File: src/rtl/sdpd_pkg.sv
package sdpd_pkg;

  // Field widths fixed by the stream format.
  localparam int unsigned ByteW  = 8;
  localparam int unsigned RgbW   = 24;
  localparam int unsigned LenW   = 8;
  localparam int unsigned IdxW   = 17;
  localparam int unsigned FrameW = 18;
  localparam int unsigned BitIdxW = 3;

  // Queue between the byte front end and the run back end.
  localparam int unsigned QDepth = 4;

  localparam int unsigned MaxFramePixelsDef = 131072;

  localparam logic              CfgResetMode  = 1'b1;
  localparam logic [FrameW-1:0] CfgResetFrame = 18'd76800;

  localparam logic [RgbW-1:0] PixBlack = 24'h000000;
  localparam logic [RgbW-1:0] PixWhite = 24'hFFFFFF;

  typedef enum logic {
    ModeMono   = 1'b0,
    ModeColour = 1'b1
  } mode_e;

  typedef enum logic {
    CfgDecodeMode  = 1'b0,
    CfgFramePixels = 1'b1
  } cfg_reg_e;

  typedef enum logic {
    KindData    = 1'b0,
    KindRestart = 1'b1
  } kind_e;

  typedef enum logic [1:0] {
    OpRestart = 2'd0,
    OpMono    = 2'd1,
    OpColour  = 2'd2
  } cmd_op_e;

  // One decoded command. For mono, arg is the assembled bitmap byte;
  // for color, arg is the run count (never zero).
  typedef struct packed {
    cmd_op_e         op;
    logic [RgbW-1:0] rgb;
    logic [ByteW-1:0] arg;
  } cmd_t;

  typedef struct packed {
    logic [IdxW-1:0] idx;
    logic [LenW-1:0] len;
    logic [RgbW-1:0] rgb;
    logic            done;
    logic            last;
  } run_t;

endpackage

File: src/rtl/sdpd_front.sv
module sdpd_front (
  input  logic                 clk_i,
  input  logic                 rst_ni,
  input  logic                 valid_i,
  output logic                 ready_o,
  input  logic                 kind_i,
  input  logic [7:0]           byte_i,
  input  logic                 mode_i,
  input  logic                 full_i,
  output logic                 push_o,
  output sdpd_pkg::cmd_t       cmd_o
);
  import sdpd_pkg::*;

  localparam logic [1:0] PhaseIdle = 2'd0;
  localparam logic [1:0] PhaseOne  = 2'd1;
  localparam logic [1:0] PhaseTwo  = 2'd2;

  logic [1:0]       phase_q, phase_d;
  logic [ByteW-1:0] held1_q, held1_d;
  logic [ByteW-1:0] held2_q, held2_d;
  logic             accept;
  logic [ByteW-1:0] nib_hi, nib_lo;
  logic [15:0]      word;
  logic [4:0]       red5, blue5;
  logic [5:0]       green6;

  // Lowercase hex to value, wrapping for characters that are not hex.
  function automatic logic [ByteW-1:0] hex_nibble(input logic [ByteW-1:0] c);
    logic [ByteW-1:0] v;
    if (c <= 8'h39) v = c - 8'h30;
    else            v = c - 8'h57;
    return v;
  endfunction

  assign ready_o = !full_i;
  assign accept  = valid_i && ready_o;

  assign nib_hi = hex_nibble(held1_q);
  assign nib_lo = hex_nibble(byte_i);
  assign word   = {held1_q, held2_q};
  assign red5   = word[4:0];
  assign green6 = word[10:5];
  assign blue5  = word[15:11];

  always_comb begin
    phase_d   = phase_q;
    held1_d   = held1_q;
    held2_d   = held2_q;
    push_o    = 1'b0;
    cmd_o.op  = OpRestart;
    cmd_o.rgb = {red5, {3{red5[4]}}, green6, {2{green6[5]}}, blue5, {3{blue5[4]}}};
    cmd_o.arg = byte_i;
    if (accept) begin
      if (kind_e'(kind_i) == KindRestart) begin
        phase_d = PhaseIdle;
        held1_d = '0;
        held2_d = '0;
        push_o  = 1'b1;
      end else if (mode_e'(mode_i) == ModeMono) begin
        if (phase_q == PhaseIdle) begin
          held1_d = byte_i;
          phase_d = PhaseOne;
        end else begin
          phase_d   = PhaseIdle;
          push_o    = 1'b1;
          cmd_o.op  = OpMono;
          cmd_o.arg = nib_lo | {nib_hi[3:0], 4'b0000};
        end
      end else begin
        if (phase_q == PhaseIdle) begin
          held1_d = byte_i;
          phase_d = PhaseOne;
        end else if (phase_q == PhaseOne) begin
          held2_d = byte_i;
          phase_d = PhaseTwo;
        end else begin
          phase_d  = PhaseIdle;
          push_o   = (byte_i != '0);
          cmd_o.op = OpColour;
        end
      end
    end
  end

  always_ff @(posedge clk_i or negedge rst_ni) begin
    if (!rst_ni) begin
      phase_q <= PhaseIdle;
      held1_q <= '0;
      held2_q <= '0;
    end else begin
      phase_q <= phase_d;
      held1_q <= held1_d;
      held2_q <= held2_d;
    end
  end

endmodule

File: src/rtl/sdpd_fifo.sv
module sdpd_fifo (
  input  logic           clk_i,
  input  logic           rst_ni,
  input  logic           push_i,
  input  sdpd_pkg::cmd_t data_i,
  input  logic           pop_i,
  output logic           full_o,
  output logic           empty_o,
  output sdpd_pkg::cmd_t head_o
);
  import sdpd_pkg::*;

  localparam int unsigned PtrW = (QDepth > 1) ? $clog2(QDepth) : 1;
  localparam int unsigned CntW = $clog2(QDepth + 1);
  localparam logic [PtrW-1:0] LastPtr = PtrW'(QDepth - 1);

  cmd_t            mem_q [QDepth];
  logic [PtrW-1:0] wr_q, rd_q;
  logic [CntW-1:0] cnt_q;
  logic            do_push, do_pop;

  assign full_o  = (cnt_q == CntW'(QDepth));
  assign empty_o = (cnt_q == '0);
  assign head_o  = mem_q[rd_q];
  assign do_push = push_i && !full_o;
  assign do_pop  = pop_i && !empty_o;

  always_ff @(posedge clk_i) begin
    if (do_push) begin
      mem_q[wr_q] <= data_i;
    end
  end

  always_ff @(posedge clk_i or negedge rst_ni) begin
    if (!rst_ni) begin
      wr_q  <= '0;
      rd_q  <= '0;
      cnt_q <= '0;
    end else begin
      if (do_push) begin
        wr_q <= (wr_q == LastPtr) ? '0 : wr_q + PtrW'(1);
      end
      if (do_pop) begin
        rd_q <= (rd_q == LastPtr) ? '0 : rd_q + PtrW'(1);
      end
      if (do_push && !do_pop) begin
        cnt_q <= cnt_q + CntW'(1);
      end else if (do_pop && !do_push) begin
        cnt_q <= cnt_q - CntW'(1);
      end
    end
  end

endmodule

File: src/rtl/sdpd_back.sv
module sdpd_back #(
  parameter int unsigned MaxFramePixels = sdpd_pkg::MaxFramePixelsDef
) (
  input  logic                          clk_i,
  input  logic                          rst_ni,
  input  logic [sdpd_pkg::FrameW-1:0]   frame_pixels_i,
  input  logic                          empty_i,
  input  sdpd_pkg::cmd_t                head_i,
  output logic                          pop_o,
  output logic                          valid_o,
  input  logic                          ready_i,
  output sdpd_pkg::run_t                run_o
);
  import sdpd_pkg::*;

  localparam int unsigned CntW  = $clog2(MaxFramePixels);
  localparam int unsigned LimW  = $clog2(MaxFramePixels + 1);
  localparam int unsigned CalcW = (LimW > ByteW) ? LimW : ByteW;
  localparam int unsigned FpW   = (LimW > FrameW) ? LimW : FrameW;
  localparam logic [FpW-1:0] MaxFp = FpW'(MaxFramePixels);

  logic [CntW-1:0]    count_q, count_d;
  logic               busy_q, busy_d;
  logic [ByteW-1:0]   byte_q, byte_d;
  logic [BitIdxW-1:0] bit_q, bit_d;
  logic               ovalid_q, ovalid_d;
  run_t               out_q, out_d;

  logic [FpW-1:0]     fp_x;
  logic [LimW-1:0]    lim;
  logic [CalcW-1:0]   count_x, lim_x, room, arg_x;
  logic               can_emit;
  logic [ByteW-1:0]   mono_byte;
  logic [BitIdxW-1:0] mono_bit;
  logic               mono_pix, mono_done, mono_last;
  logic               col_fit, col_done;
  logic [LenW-1:0]    col_len;

  // A frame size of zero acts as one, and sizes above the limit are clamped.
  assign fp_x = FpW'(frame_pixels_i);
  always_comb begin
    if (fp_x == '0)        lim = LimW'(1);
    else if (fp_x > MaxFp) lim = LimW'(MaxFp);
    else                   lim = LimW'(fp_x);
  end

  assign count_x  = CalcW'(count_q);
  assign lim_x    = CalcW'(lim);
  assign can_emit = !ovalid_q || ready_i;

  assign mono_byte = busy_q ? byte_q : head_i.arg;
  assign mono_bit  = busy_q ? bit_q : '0;
  assign mono_pix  = mono_byte[BitIdxW'(7) - mono_bit];
  assign mono_done = (count_x + CalcW'(1)) >= lim_x;
  assign mono_last = mono_done || (mono_bit == BitIdxW'(7));

  // The run is trimmed to what is left in the frame. Once the count has
  // reached or passed the frame size, the run shrinks to a single pixel.
  assign room     = (count_x < lim_x) ? (lim_x - count_x) : CalcW'(1);
  assign arg_x    = CalcW'(head_i.arg);
  assign col_fit  = arg_x < room;
  assign col_len  = col_fit ? head_i.arg : LenW'(room);
  assign col_done = (count_x >= lim_x) || !col_fit;

  always_comb begin
    count_d  = count_q;
    busy_d   = busy_q;
    byte_d   = byte_q;
    bit_d    = bit_q;
    ovalid_d = ovalid_q && !ready_i;
    out_d    = out_q;
    pop_o    = 1'b0;
    if (busy_q || (!empty_i && head_i.op == OpMono)) begin
      if (can_emit) begin
        pop_o      = !busy_q;
        ovalid_d   = 1'b1;
        out_d.rgb  = mono_pix ? PixBlack : PixWhite;
        out_d.len  = LenW'(1);
        out_d.idx  = IdxW'(count_q);
        out_d.done = mono_done;
        out_d.last = mono_last;
        count_d    = mono_done ? '0 : count_q + CntW'(1);
        busy_d     = !mono_last;
        byte_d     = mono_byte;
        bit_d      = mono_bit + BitIdxW'(1);
      end
    end else if (!empty_i) begin
      if (head_i.op == OpRestart) begin
        pop_o   = 1'b1;
        count_d = '0;
      end else if (can_emit) begin
        pop_o      = 1'b1;
        ovalid_d   = 1'b1;
        out_d.rgb  = head_i.rgb;
        out_d.len  = col_len;
        out_d.idx  = IdxW'(count_q);
        out_d.done = col_done;
        out_d.last = 1'b1;
        count_d    = col_done ? '0 : count_q + CntW'(col_len);
      end
    end
  end

  always_ff @(posedge clk_i or negedge rst_ni) begin
    if (!rst_ni) begin
      count_q  <= '0;
      busy_q   <= 1'b0;
      ovalid_q <= 1'b0;
    end else begin
      count_q  <= count_d;
      busy_q   <= busy_d;
      ovalid_q <= ovalid_d;
    end
  end

  always_ff @(posedge clk_i) begin
    byte_q <= byte_d;
    bit_q  <= bit_d;
    out_q  <= out_d;
  end

  assign valid_o = ovalid_q;
  assign run_o   = out_q;

endmodule

File: src/rtl/screen_dump_pixel_decoder.sv
// Screen-dump pixel decoder. Received bytes arrive as beats on the slave
// stream (tuser set marks a restart beat that clears the byte phase and the
// pixel count) and leave as pixel runs on the master stream, each with its
// 24-bit color, length, frame position and end-of-frame flag. In mono mode
// two hex characters form a bitmap byte that yields up to eight one-pixel
// runs; in color mode a high/low/count byte triple yields one run unless
// its count is zero. The input side registers the byte phase and pushes
// decoded commands into a four-entry queue; the run generator drains that
// queue and emits one run per cycle through an output register when the
// sink is ready, so a run generator stalled by the sink does not stop input
// beats until the queue fills.
// Configuration writes (index 0 decode_mode, index 1 frame_pixels) are
// always accepted and should be made while the block is idle.
module screen_dump_pixel_decoder #(
  parameter int unsigned MaxFramePixels = sdpd_pkg::MaxFramePixelsDef
) (
  input  logic                        clk_i,
  input  logic                        rst_ni,
  // Slave stream.
  input  logic                        s_axis_tvalid_i,
  output logic                        s_axis_tready_o,
  input  logic [7:0]                  s_axis_tdata_i,  // [7:0] data_byte
  input  logic                        s_axis_tuser_i,  // [0] kind
  // Master stream.
  output logic                        m_axis_tvalid_o,
  input  logic                        m_axis_tready_i,
  // [23:0] pixel_rgb, [31:24] run_length, [48:32] pixel_index, [55:49] zero
  output logic [55:0]                 m_axis_tdata_o,
  output logic                        m_axis_tlast_o,  // frame_done
  output logic                        m_axis_tuser_o,  // [0] last_of_item
  // Configuration write channel.
  input  logic                        cfg_valid_i,
  output logic                        cfg_ready_o,
  input  logic                        cfg_index_i,
  input  logic [sdpd_pkg::FrameW-1:0] cfg_data_i
);
  import sdpd_pkg::*;

  logic              mode_q;
  logic [FrameW-1:0] frame_q;
  logic              push, pop, full, empty;
  cmd_t              push_cmd, head;
  run_t              run;

  // Configuration registers.
  assign cfg_ready_o = 1'b1;

  always_ff @(posedge clk_i or negedge rst_ni) begin
    if (!rst_ni) begin
      mode_q  <= CfgResetMode;
      frame_q <= CfgResetFrame;
    end else if (cfg_valid_i && cfg_ready_o) begin
      unique case (cfg_reg_e'(cfg_index_i))
        CfgDecodeMode:  mode_q  <= cfg_data_i[0];
        CfgFramePixels: frame_q <= cfg_data_i;
        default: ;
      endcase
    end
  end

  // The front end tracks the byte phase and decodes complete groups.
  sdpd_front u_front (
    .clk_i   (clk_i),
    .rst_ni  (rst_ni),
    .valid_i (s_axis_tvalid_i),
    .ready_o (s_axis_tready_o),
    .kind_i  (s_axis_tuser_i),
    .byte_i  (s_axis_tdata_i),
    .mode_i  (mode_q),
    .full_i  (full),
    .push_o  (push),
    .cmd_o   (push_cmd)
  );

  sdpd_fifo u_fifo (
    .clk_i   (clk_i),
    .rst_ni  (rst_ni),
    .push_i  (push),
    .data_i  (push_cmd),
    .pop_i   (pop),
    .full_o  (full),
    .empty_o (empty),
    .head_o  (head)
  );

  // The back end owns the pixel count and produces the runs.
  sdpd_back #(
    .MaxFramePixels (MaxFramePixels)
  ) u_back (
    .clk_i          (clk_i),
    .rst_ni         (rst_ni),
    .frame_pixels_i (frame_q),
    .empty_i        (empty),
    .head_i         (head),
    .pop_o          (pop),
    .valid_o        (m_axis_tvalid_o),
    .ready_i        (m_axis_tready_i),
    .run_o          (run)
  );

  assign m_axis_tdata_o = {7'b0000000, run.idx, run.len, run.rgb};
  assign m_axis_tlast_o = run.done;
  assign m_axis_tuser_o = run.last;

endmodule

File: config.mk
export PLATFORM = sky130hd
export DESIGN_NAME = screen_dump_pixel_decoder
export DESIGN_NICKNAME = d
export VERILOG_FILES = /design/src/rtl/sdpd_pkg.sv /design/src/rtl/sdpd_front.sv /design/src/rtl/sdpd_fifo.sv /design/src/rtl/sdpd_back.sv /design/src/rtl/screen_dump_pixel_decoder.sv
export SDC_FILE = /design/constraint.sdc
export NUM_CORES = 1
export LEC_CHECK = 0
export BUFFER_PORTS_ARGS = -buffer_cell sky130_fd_sc_hd__buf_2
export CORE_ASPECT_RATIO = 0.75
export CORE_MARGIN = 2
export CORE_UTILIZATION = 55
export CTS_BUF_LIST = sky130_fd_sc_hd__clkbuf_8
export CTS_CLUSTER_SIZE = 28
export DETAILED_ROUTE_END_ITERATION = 10
export PLACE_DENSITY = 0.74
export SYNTH_ARGS = -nofsm -noshare
export SYNTH_HDL_FRONTEND = slang
export SYNTH_SLANG_ARGS = --single-unit
export TNS_END_PERCENT = 50
File: constraint.sdc
create_clock -name clk_i -period 8.1 [get_ports clk_i]
set_clock_uncertainty 0.2 [all_clocks]
set_input_delay 2.43 -clock clk_i [delete_from_list [all_inputs] [get_ports clk_i]]
set_output_delay 2.43 -clock clk_i [all_outputs]
set_load 0.01 [all_outputs]
; After elaboration in Yosys (flattened, before gate mapping)
; Memory sizes are Yosys's and may differ from the RTL's.
; Index checks and enable logic that the tools add are counted.
[op_classes]
n_eq_ne = 10
bitwise = 2
n_reduce_logical = 37
addsub = 14
order_cmp = 8
mux = 65
[ops]
columns = op, n
row1 = $mux W51, 5
row2 = $mux W17, 7
row3 = $mux W8, 13
row4 = $mux W18, 3
row5 = $mux W24, 1
row6 = $mux W2, 11
row7 = $mux W1, 20
row8 = $add A17 B1 Y18 const B, 1
row9 = $ge A17 B18 Y1, 1
row10 = $ge A18 B18 Y1, 1
row11 = $gt A18 B18 Y1 const B, 1
row12 = $logic_not A18 Y1, 1
row13 = $lt A17 B18 Y1, 1
row14 = $lt A8 B18 Y1, 1
row15 = $sub A18 B17 Y18, 1
row16 = $add A17 B1 Y17 const B, 1
row17 = $add A17 B8 Y17, 1
row18 = $le A8 B6 Y1 const B, 2
row19 = $reduce_bool A2 Y1, 5
row20 = $logic_not A1 Y1, 9
row21 = $mux W3, 3
row22 = $or A8 B8 Y8, 1
row23 = $reduce_and A2 Y1, 4
row24 = $reduce_bool A8 Y1, 1
row25 = 23 further kinds, 41
[word_totals]
regBits = 125
wordCells = 155
output_inout_bits = 61
n_memories = 1
mem_bits_rw = 136
[mem_list]
columns = memory, depth, word_bits, read_ports, rd_ports_with_merged_regs, write_ports, line
row1 = u_fifo.mem_q, 4, 34, 1, 0, 1, sdpd_fifo.sv:17  ; cmd_t mem_q [QDepth];

; Logic depth before layout (Yosys ltp)
; Gate-level depths: netlist of run 1.
[depth]
word_depth = 13
ltp_mapped = 37
mapped_depth_nobuf = 35

; Hierarchy
; Synthesis of run 1 repeated with hierarchy kept, for this count alone.
[unflattened]
cells_unflattened = 1060
hier_area_um2 = 13695.6
[modules_own_cells]
columns = module, n_inst, area_each_um2, seq_area_each_um2, cells_each
row1 = sdpd_back, 1, 6192.2, 2337.2, 655
row2 = sdpd_fifo, 1, 5346.4, 4259.1, 215
row3 = sdpd_front, 1, 1318.8, 450.4, 139
row4 = screen_dump_pixel_decoder, 1, 838.3, 481.7, 51

; Worst setup path before layout of run 1
; OpenSTA, ideal clock, no wires.
[synth_timing]
path_kind = register to register
startpoint = reg frame_q[12]
endpoint = reg u_back.count_q[14]
arrival_ps = 6795
required_time_ps = 7777
setup_slack_ps = 982
path_stages_with_launch = 38
path_cell_list = dfrtp_1 nor4_1 nand4_1 nor4_1 nand2b_1 clkbuf_1 nand2_1 inv_1 ha_1 buf_4 and4_2 and4_2 a21oi_1 a21boi_2 buf_6 nand2_1 ha_1 a21oi_1 (+2 left out) o311ai_0 a31oi_1 a21oi_1 and3_1 buf_6 a22oi_1 ha_1 inv_1 fa_1 nor2b_1 o21ai_0 nand2b_1 a31oi_1 a211oi_1 or4b_2 and3_1 o21ai_0 nand2_1
[synth_via]
elab_chain_cells = 13
elab_cells_between_ends = 21
cone_classes = 2 x add/sub / 5 x order compare / 11 x mux / 3 x reduce/logical
[synth_rtl]
columns = item, line
row1 = from (decl), screen_dump_pixel_decoder.sv:40  ; logic [FrameW-1:0] frame_q;
row2 = from (signal assigned), screen_dump_pixel_decoder.sv:51  ; frame_q <= CfgResetFrame;
row3 = from (signal assigned), screen_dump_pixel_decoder.sv:55  ; CfgFramePixels: frame_q <= cfg_data_i;
row4 = $gt A18 B18 Y1, sdpd_back.sv:43  ; else if (fp_x > MaxFp) lim = LimW'(MaxFp);
row5 = $mux W18, sdpd_back.sv:43
row6 = $mux W18 *, sdpd_back.sv:42  ; if (fp_x == '0) lim = LimW'(1);
row7 = $sub A18 B17 Y18 / $lt A17 B18 Y1 (equally long branches), sdpd_back.sv:59  ; assign room = (count_x < lim_x) ? (lim_x - count_x) : CalcW'(1);
row8 = $mux W18 *, sdpd_back.sv:59
row9 = $lt A8 B18 Y1, sdpd_back.sv:61  ; assign col_fit = arg_x < room;
row10 = $mux W8 *, sdpd_back.sv:62  ; assign col_len = col_fit ? head_i.arg : LenW'(room);
row11 = via u_back.col_len[0], sdpd_back.sv:37  ; logic [LenW-1:0] col_len;
row12 = $add A17 B8 Y17 *, sdpd_back.sv:99  ; count_d = col_done ? '0 : count_q + CntW'(col_len);
row13 = $mux W17 *, sdpd_back.sv:99
row14 = $mux W17 *, sdpd_back.sv:91  ; end else if (can_emit) begin
row15 = $mux W17 *, sdpd_back.sv:88  ; if (head_i.op == OpRestart) begin
row16 = $mux W17 *, sdpd_back.sv:87  ; end else if (!empty_i) begin
row17 = $mux W17 *, sdpd_back.sv:73  ; if (busy_q || (!empty_i && head_i.op == OpMono)) begin
row18 = to (signal assigned), sdpd_back.sv:110  ; count_q <= count_d;
row19 = to (decl), sdpd_back.sv:22  ; logic [CntW-1:0] count_q, count_d;
; Mark *: on every way through the listed nets, which the timed path passes. The rest lies on a longest branch. The select of a mux whose other input is x is not followed.
; A chain may end at the register's enable or synchronous reset.

; Worst setup path after layout of run 1
[layout_timing]
startpoint = reg frame_q[8]
endpoint = reg u_back.count_q[14]
; The elaborated chain is that of the path after synthesis.

==> summary.md, run 1 <==
| Metric | Value |
|---|---|
| Vert. Die Dim | 132 um |
| Max Freq | 0.132 GHz |
| Initial DRC Count | 792 |
| Post-synth ARST share | 28.5% |
| Grt ovf | 0 |
| DR pass1 iterations | 7 |
| Final-report max-slew violation count | 0 |
| Number of antenna diodes | 0 |
| Clock transition at the registers of the reported paths | 0.06 ns |
| Final setup fails | 0 |
| Max IR drop VDD | 0.292 mV |
| CP top delay family | compound AO/OA/AOI/OAI gates |
| Vias post-DR | 8489 |
| Core Box Area | 21200 um2 |
| Power per Cell Area | 392 nW/um2 |
| First-pass GRT wire length | 43.6 mm |
| CTS buffer count | 36 |
| H-tree depth | 2 |
| Clock Tree Buf Depth | 3 |
| CTS sink cnt | 221 |
| CP Data Arrival Time | 7.81 ns |
| Cts hold-fix bufs | 0 |
| Routed length per placed instance | 20.1 um |
| Leakage | 5.50 nW |
| Status | finished, final reports clean |
| Worst skew pair latency | 0.54 ns |
| Fill cells | 1682 |
| Slowest cell on the critical path | or4b_2 |
| Initial antenna violation count | 0 |
| IO buf count | 85 |
| Dpl cells | 1332 |
| Unique masters post-synth | 82 |
| Commonest non-fill, non-tap cell in the layout | edfxtp_1 |
| Rel. slew slack | 16.5% |
| Final Instance Area | 13300 um2 |
| Reg2reg setup slack | 0.52 ns |
| Synth warn | 0 |
| CP Class | flop to flop |
| Initial Util | 56.4% |
| Layout Nets | 1192 |
| Largest fanout on the critical path | 9 |
| Top FF cell, synth | edfxtp_1 |
| Syn Std Cell Area | 12000 um2 |
| CTS tree | done |
| Largest stage delay, worst path | 0.60 ns |
| Post-route DRC | 0 |
| Final cell count without fillers | 1399 |
| Post-synth EDFFs | 158 |
| Post-Synthesis Cells | 996 |
| Place WS | 0.255 ns |
| Tot GR Track Use | 24.3% |
| DP HPWL | 19.6 mm |
| Vias/cell | 6.07 |
| Routed WL | 28.1 mm |
| Setup_tns | 0 ns |
| Cell Rows | 46 |
| IO Count | 94 |
| Final ANT Viol Nets | 0 |
| Max cap viols | 0 |
| Worst Hold Class | flop to flop |
| Clock period minus worst slack | 7.58 ns |
| Commonest cells after routing, fill and taps aside | edfxtp_1 (158), inv_1 (85), buf_2 (85) |
| Setup crit start kind | flop |
| Yosys reg bits | 221 |
| Final Hold Vio Count | 0 |
| Fin worst setup slack | 0.518 ns |
| Root buffer cell | clkbuf_8 |
| Die area | 23000 um2 |
| RSZ-0062 raised after global routing | no |
| Final period util | 93.6% |
| Slew @ Worst Pin | 1.25 ns |
| Die Wd | 174 um |
| Layout area overhead | 11.2% |
| Crit path buf inv count | 2 |
| Synth Area per Inst | 12.0 um2 |
| Layout cells sized above 1 | 21.5% |
| WP data required | 8.33 ns |
| Sequential fraction of the synthesis area | 52.8% |
| Vias in the first global route | 7892 |
| Placed cell area | 12600 um2 |
| Nature of the critical path endpoint | flop |
| Pin count of the biggest net entering global routing | 64 |
| Final GP Congestion | 0.914 |
## sequential cells by signal, summed over array words and instances, names as in the netlist
signal           flops
frame_q             18
mode_q               1
u_back.bit_q         3
u_back.busy_q        1
u_back.byte_q        8
u_back.count_q      17
u_back.run_o        43
u_back.valid_o       1
u_fifo.cnt_q         3
u_fifo.mem_q       104
u_fifo.rd_q          2
u_fifo.wr_q          2
u_front.held1_q      8
u_front.held2_q      8
u_front.phase_q      2
## path summary, 6_finish.rpt
check / startpoint / endpoint / depth (start not counted)
hold / removal: u_fifo.cnt_q[2] / u_fifo.cnt_q[2] / 1
max in group asynchronous: rst_ni / u_fifo.rd_q[0] / 2
setup / recovery: frame_q[8] / u_back.count_q[14] / 33
hold reg to reg: u_fifo.cnt_q[2] / u_fifo.cnt_q[2] / 1
setup reg to reg: frame_q[8] / u_back.count_q[14] / 33
min in group asynchronous: rst_ni / u_front.held1_q[0] / 2
## synthesized netlist by cell type (15+ instances only)
library cell,count,area (um2)
inv_1,71,267
nand4_1,15,93.8
nor3_1,18,90.1
edfxtp_1,158,4740
o21ai_0,51,255
buf_4,19,143
mux4_2,26,586
xnor2_1,29,254
nand2_1,69,259
clkbuf_1,25,93.8
a21oi_1,37,185
a22o_1,29,254
nor2_1,47,176
mux2_2,29,327
ha_1,72,901
nand3_1,28,140
dfrtp_1,58,1450
## timing repair
| action | in CTS | in global routing |
|---|---|---|
| buffers inserted | 0 | 1 |
| setup endpoints to repair | 0 | 4 |
| gates resized for setup | 0 | 12 |
## stage by stage
step	hold WS, ns	total power [mW]	util [%]
CTS	0.290	5.20	62.4
finish	0.289	5.23	62.7
detailed placement	0.278	4.27	59.2
global placement	0.278	4.22	59.2
floorplan	0.223	3.57	-
global route	0.305	5.57	62.7
## where the power goes
group | switching [mW] | internal, mW
clock network | 0.448 | 0.458
logic | 1.44 | 0.968
registers | 0.262 | 1.65
## kinds of logic after synthesis
family                     count (synthesis)  share of synthesized area (%)
adders and majority gates                 75                           8.02
DFF                                      221                           52.8
muxes                                     60                           8.03
and+or+nand+nor                          260                           11.2
buffers and inverters                    127                           4.95
other                                      2                         0.0627
xor gates and xnor gates                  41                           3.00
AOI/OAI and AO/OA                        210                           11.9
## worst reg2reg max path, delay by kind of cell (launching register included)
| family | cells | cell delay, ns |
|---|---|---|
| compound gates | 14 | 2.76 |
| flops | 1 | 0.40 |
| buf+inv | 2 | 0.25 |
| simple gates | 13 | 2.72 |
| fa+ha+maj | 4 | 1.17 |
## layer usage
layer  part of all wire (%)  vias to the layer above  track usage (%)
met5                      0                        -                0
met4                    1.3                        0             6.02
met3                     10                       32             5.48
met2                     42                      408             32.9
met1                     47                     4158             39.1
li1                       -                     3891                -
## cell type report
| cell class | instances | area [um2] | share of cell area, % |
|---|---|---|---|
| well taps | 288 | 360 | 2.71 |
| inverters | 73 | 274 | 2.06 |
| clock buffers | 40 | 551 | 4.13 |
| multi-input cells | 655 | 5170 | 38.8 |
| flip-flops and latches | 221 | 6330 | 47.5 |
| repair buffers | 97 | 515 | 3.87 |
| clock inverters | 25 | 119 | 0.892 |
Power figures use the tool's default switching activity.
==> inputs of run 2 (changes only) <==
--- a/config.mk
+++ b/config.mk
@@ -15,5 +15,6 @@
 export PLACE_DENSITY = 0.74
 export SYNTH_ARGS = -nofsm -noshare
 export SYNTH_HDL_FRONTEND = slang
+export SYNTH_HIERARCHICAL = 1
 export SYNTH_SLANG_ARGS = --single-unit
 export TNS_END_PERCENT = 50
==> run 2 against run 1 <==
Flip-flop and latch count is 40 higher. First-iteration DRC count up 26%. Clock-buffer cell count is 7 higher. Critical endpoint is now u_back/count_q[16]. Critical path type unchanged. Wire length rose by 12%. Synthesized cell count is 6.4% higher. Total power rose by 23%. Register-to-register slack better by 0.21 ns. Cell count rose by 8.2%. Non-clock buffer count grew 7.
==> summary.md, run 2 <==
| Metric | Value |
|---|---|
| Vias/cell | 6.03 |
| CTS buffer count | 41 |
| Initial DRC Count | 994 |
| Initial antenna violation count | 0 |
| Synth top area share | 43.4% |
| CP Class | flop to flop |
| Top FF cell, synth | edfxtp_1 |
| Number of antenna diodes | 0 |
| Clock Tree Buf Depth | 3 |
| Commonest non-fill, non-tap cell in the layout | edfxtp_1 |
| Clock period minus worst slack | 7.37 ns |
| Area leader, netlist | edfxtp_1 |
| Crit path buf inv count | 2 |
| IO Count | 94 |
| Grt ovf | 0 |
| Clock transition at the registers of the reported paths | 0.06 ns |
| Post-route DRC | 0 |
| Biggest register | u_fifo/mem_q |
| GRT met1 Usage | 41.3% |
| Max cap viols | 0 |
| Seq pwr share | 35.7% |
| Final period util | 91.0% |
| Final ANT Viol Nets | 0 |
| Hold WS | 0.327 ns |
| Reg2reg setup slack | 0.73 ns |
| Root buffer cell | clkbuf_8 |
| Most common cell in the netlist | edfxtp_1 |
| DR pass1 iterations | 5 |
| Cell Rows | 49 |
| Int Pwr | 3.80 mW |
| Tot GR Track Use | 24.8% |
| Unique masters post-synth | 90 |
| Final GP Congestion | 0.961 |
| Max Freq | 0.136 GHz |
| Post-Synthesis Cells | 1060 |
| Post-synth ARST share | 24.1% |
| Die Wd | 186 um |
| Pin count of the biggest net entering global routing | 64 |
| H-tree depth | 2 |
| Slew @ Worst Pin | 1.11 ns |
| First-pass GRT wire length | 49.3 mm |
| Power per Cell Area | 423 nW/um2 |
| Setup crit start kind | flop |
| Vias in the first global route | 8619 |
| Combinational Power Share | 47.4% |
| Worst Hold Class | flop to flop |
| Vert. Die Dim | 141 um |
| Max reg flops | 136 |
| Commonest cells after routing, fill and taps aside | edfxtp_1 (198), buf_2 (85), inv_1 (80) |
| Vias post-DR | 9124 |
| Routed WL | 31.6 mm |
| Setup_tns | 0 ns |
| GRT busiest layer | met1 |
| Largest fanout on the critical path | 10 |
| Sequential fraction of the synthesis area | 55.0% |
| Top cells by count, synth | edfxtp_1 (198), ha_1 (72), nand2_1 (67) |
| IO buf count | 85 |
| Nature of the critical path endpoint | flop |
| Yosys reg bits | 261 |
| Syn Std Cell Area | 13700 um2 |
| Die area | 26200 um2 |
| Worst skew pair latency | 0.56 ns |
| CTS tree | done |
| CP top delay family | simple AND/OR/NAND/NOR gates |
| Core Box Area | 24200 um2 |
| Net Sw Frac | 40.9% |
| WP data required | 8.33 ns |
| GR Util met3 | 7.18% |
| Rel. slew slack | 24.3% |
| Slowest cell on the critical path | fa_1 |
| CTS sink cnt | 261 |
| Status | finished, final reports clean |
| Initial Util | 56.6% |
| Final-report max-slew violation count | 0 |
| Leakage | 6.25 nW |
| Routed length per placed instance | 20.9 um |
| Synth warn | 6 |
| Layout Nets | 1259 |
| Synth Area per Inst | 12.9 um2 |
| Post-synth EDFFs | 198 |
| Met2 usage | 31.1% |
| Final setup fails | 0 |
| DP HPWL | 22.1 mm |
| Max IR drop VDD | 0.194 mV |
| CP Data Arrival Time | 7.60 ns |
| Clk pwr share | 16.9% |
| Top cells by area, synth | edfxtp_1 (43%), dfrtp_1 (11%), ha_1 (6.6%), mux4_2 (5.8%), a21o_1 (2.2%) |
| Layout area overhead | 10.9% |
| Final Hold Vio Count | 0 |
| Layout cells sized above 1 | 21.7% |
| Largest stage delay, worst path | 0.40 ns |
| RSZ-0062 raised after global routing | no |
| Sw Pwr | 2.63 mW |
[run 2: cell type report]
cell class	instances	area (um2)
Tap cell	331	414
Inverter	65	244
Clock buffer	47	647
Timing Repair Buffer	104	568
Sequential cell	261	7530
Fill cell	1867	9030
Multi-Input combinational cell	678	5620
Clock inverter	28	163
[run 2: worst reg2reg max path: cells and delay by family (launching register included)]
family / cells / cell delay (ns)
simple gates: 17 / 3.25
compound gates: 11 / 2.07
flops: 1 / 0.39
buf+inv: 2 / 0.14
fa+ha+maj: 4 / 1.21
[run 2: repair_timing]
item,in CTS,in global routing
gates resized for setup,0,2
hold buffers,0,0
endpoints found under the setup margin,0,4
setup buffers,0,0
[run 2: path summary, 6_finish.rpt]
| path | start | to | cells past startpoint |
|---|---|---|---|
| min in group asynchronous | rst_ni | u_back/count_q[9] | 2 |
| min reg2reg | u_front/held2_q[1] | u_fifo/mem_q[1][28] | 0 |
| min | u_front/held2_q[1] | u_fifo/mem_q[1][28] | 0 |
| max in group asynchronous | rst_ni | u_fifo/rd_q[0] | 2 |
| max reg2reg | frame_q[0] | u_back/count_q[16] | 34 |
| max | frame_q[0] | u_back/count_q[16] | 34 |
[run 2: power groups by stage]
stage	registers, mW	logic, mW	clock network [mW]
6_report	2.29	3.05	1.09
5_1_grt	2.35	3.35	1.17
4_1_cts	2.30	3.00	1.11
3_5_place_dp	2.32	2.98	0
3_3_place_gp	2.30	2.96	0
2_1_floorplan	2.25	2.19	0
[run 2: logic make-up (layout without fill, tap and decap cells)]
family / after synthesis / after routing / share of synthesized area, %
AO/OA/AOI/OAI: 233 / 233 / 12.6
XOR/XNOR: 35 / 35 / 2.24
adder cells (fa/ha/maj): 75 / 75 / 7.02
buffers and inverters: 127 / 244 / 4.40
flip-flops: 261 / 261 / 55.0
multiplexers: 73 / 73 / 9.15
other: 2 / 8 / 0.0548
AND/OR/NAND/NOR: 254 / 254 / 9.61
[run 2: per-layer routing]
layer	routed length [um]	share of wire [%]	up-vias
li1	-	-	4216
met4	635	2.0	0
met1	15200	48	4440
met2	12200	39	422
met5	0	0	-
met3	3540	11	46
[run 2: stage by stage]
step	std cells	utilization [%]	cell area, um2	setup slack, ns	total power [mW]
floorplan	1066	-	13700	1.39	4.43
global placement	1439	59.3	14400	0.854	5.26
detailed placement	1439	59.3	14400	0.665	5.30
CTS	1514	62.7	15200	0.664	6.41
global route	1514	62.7	15200	0.0694	6.87
finish	1514	62.7	15200	0.732	6.43
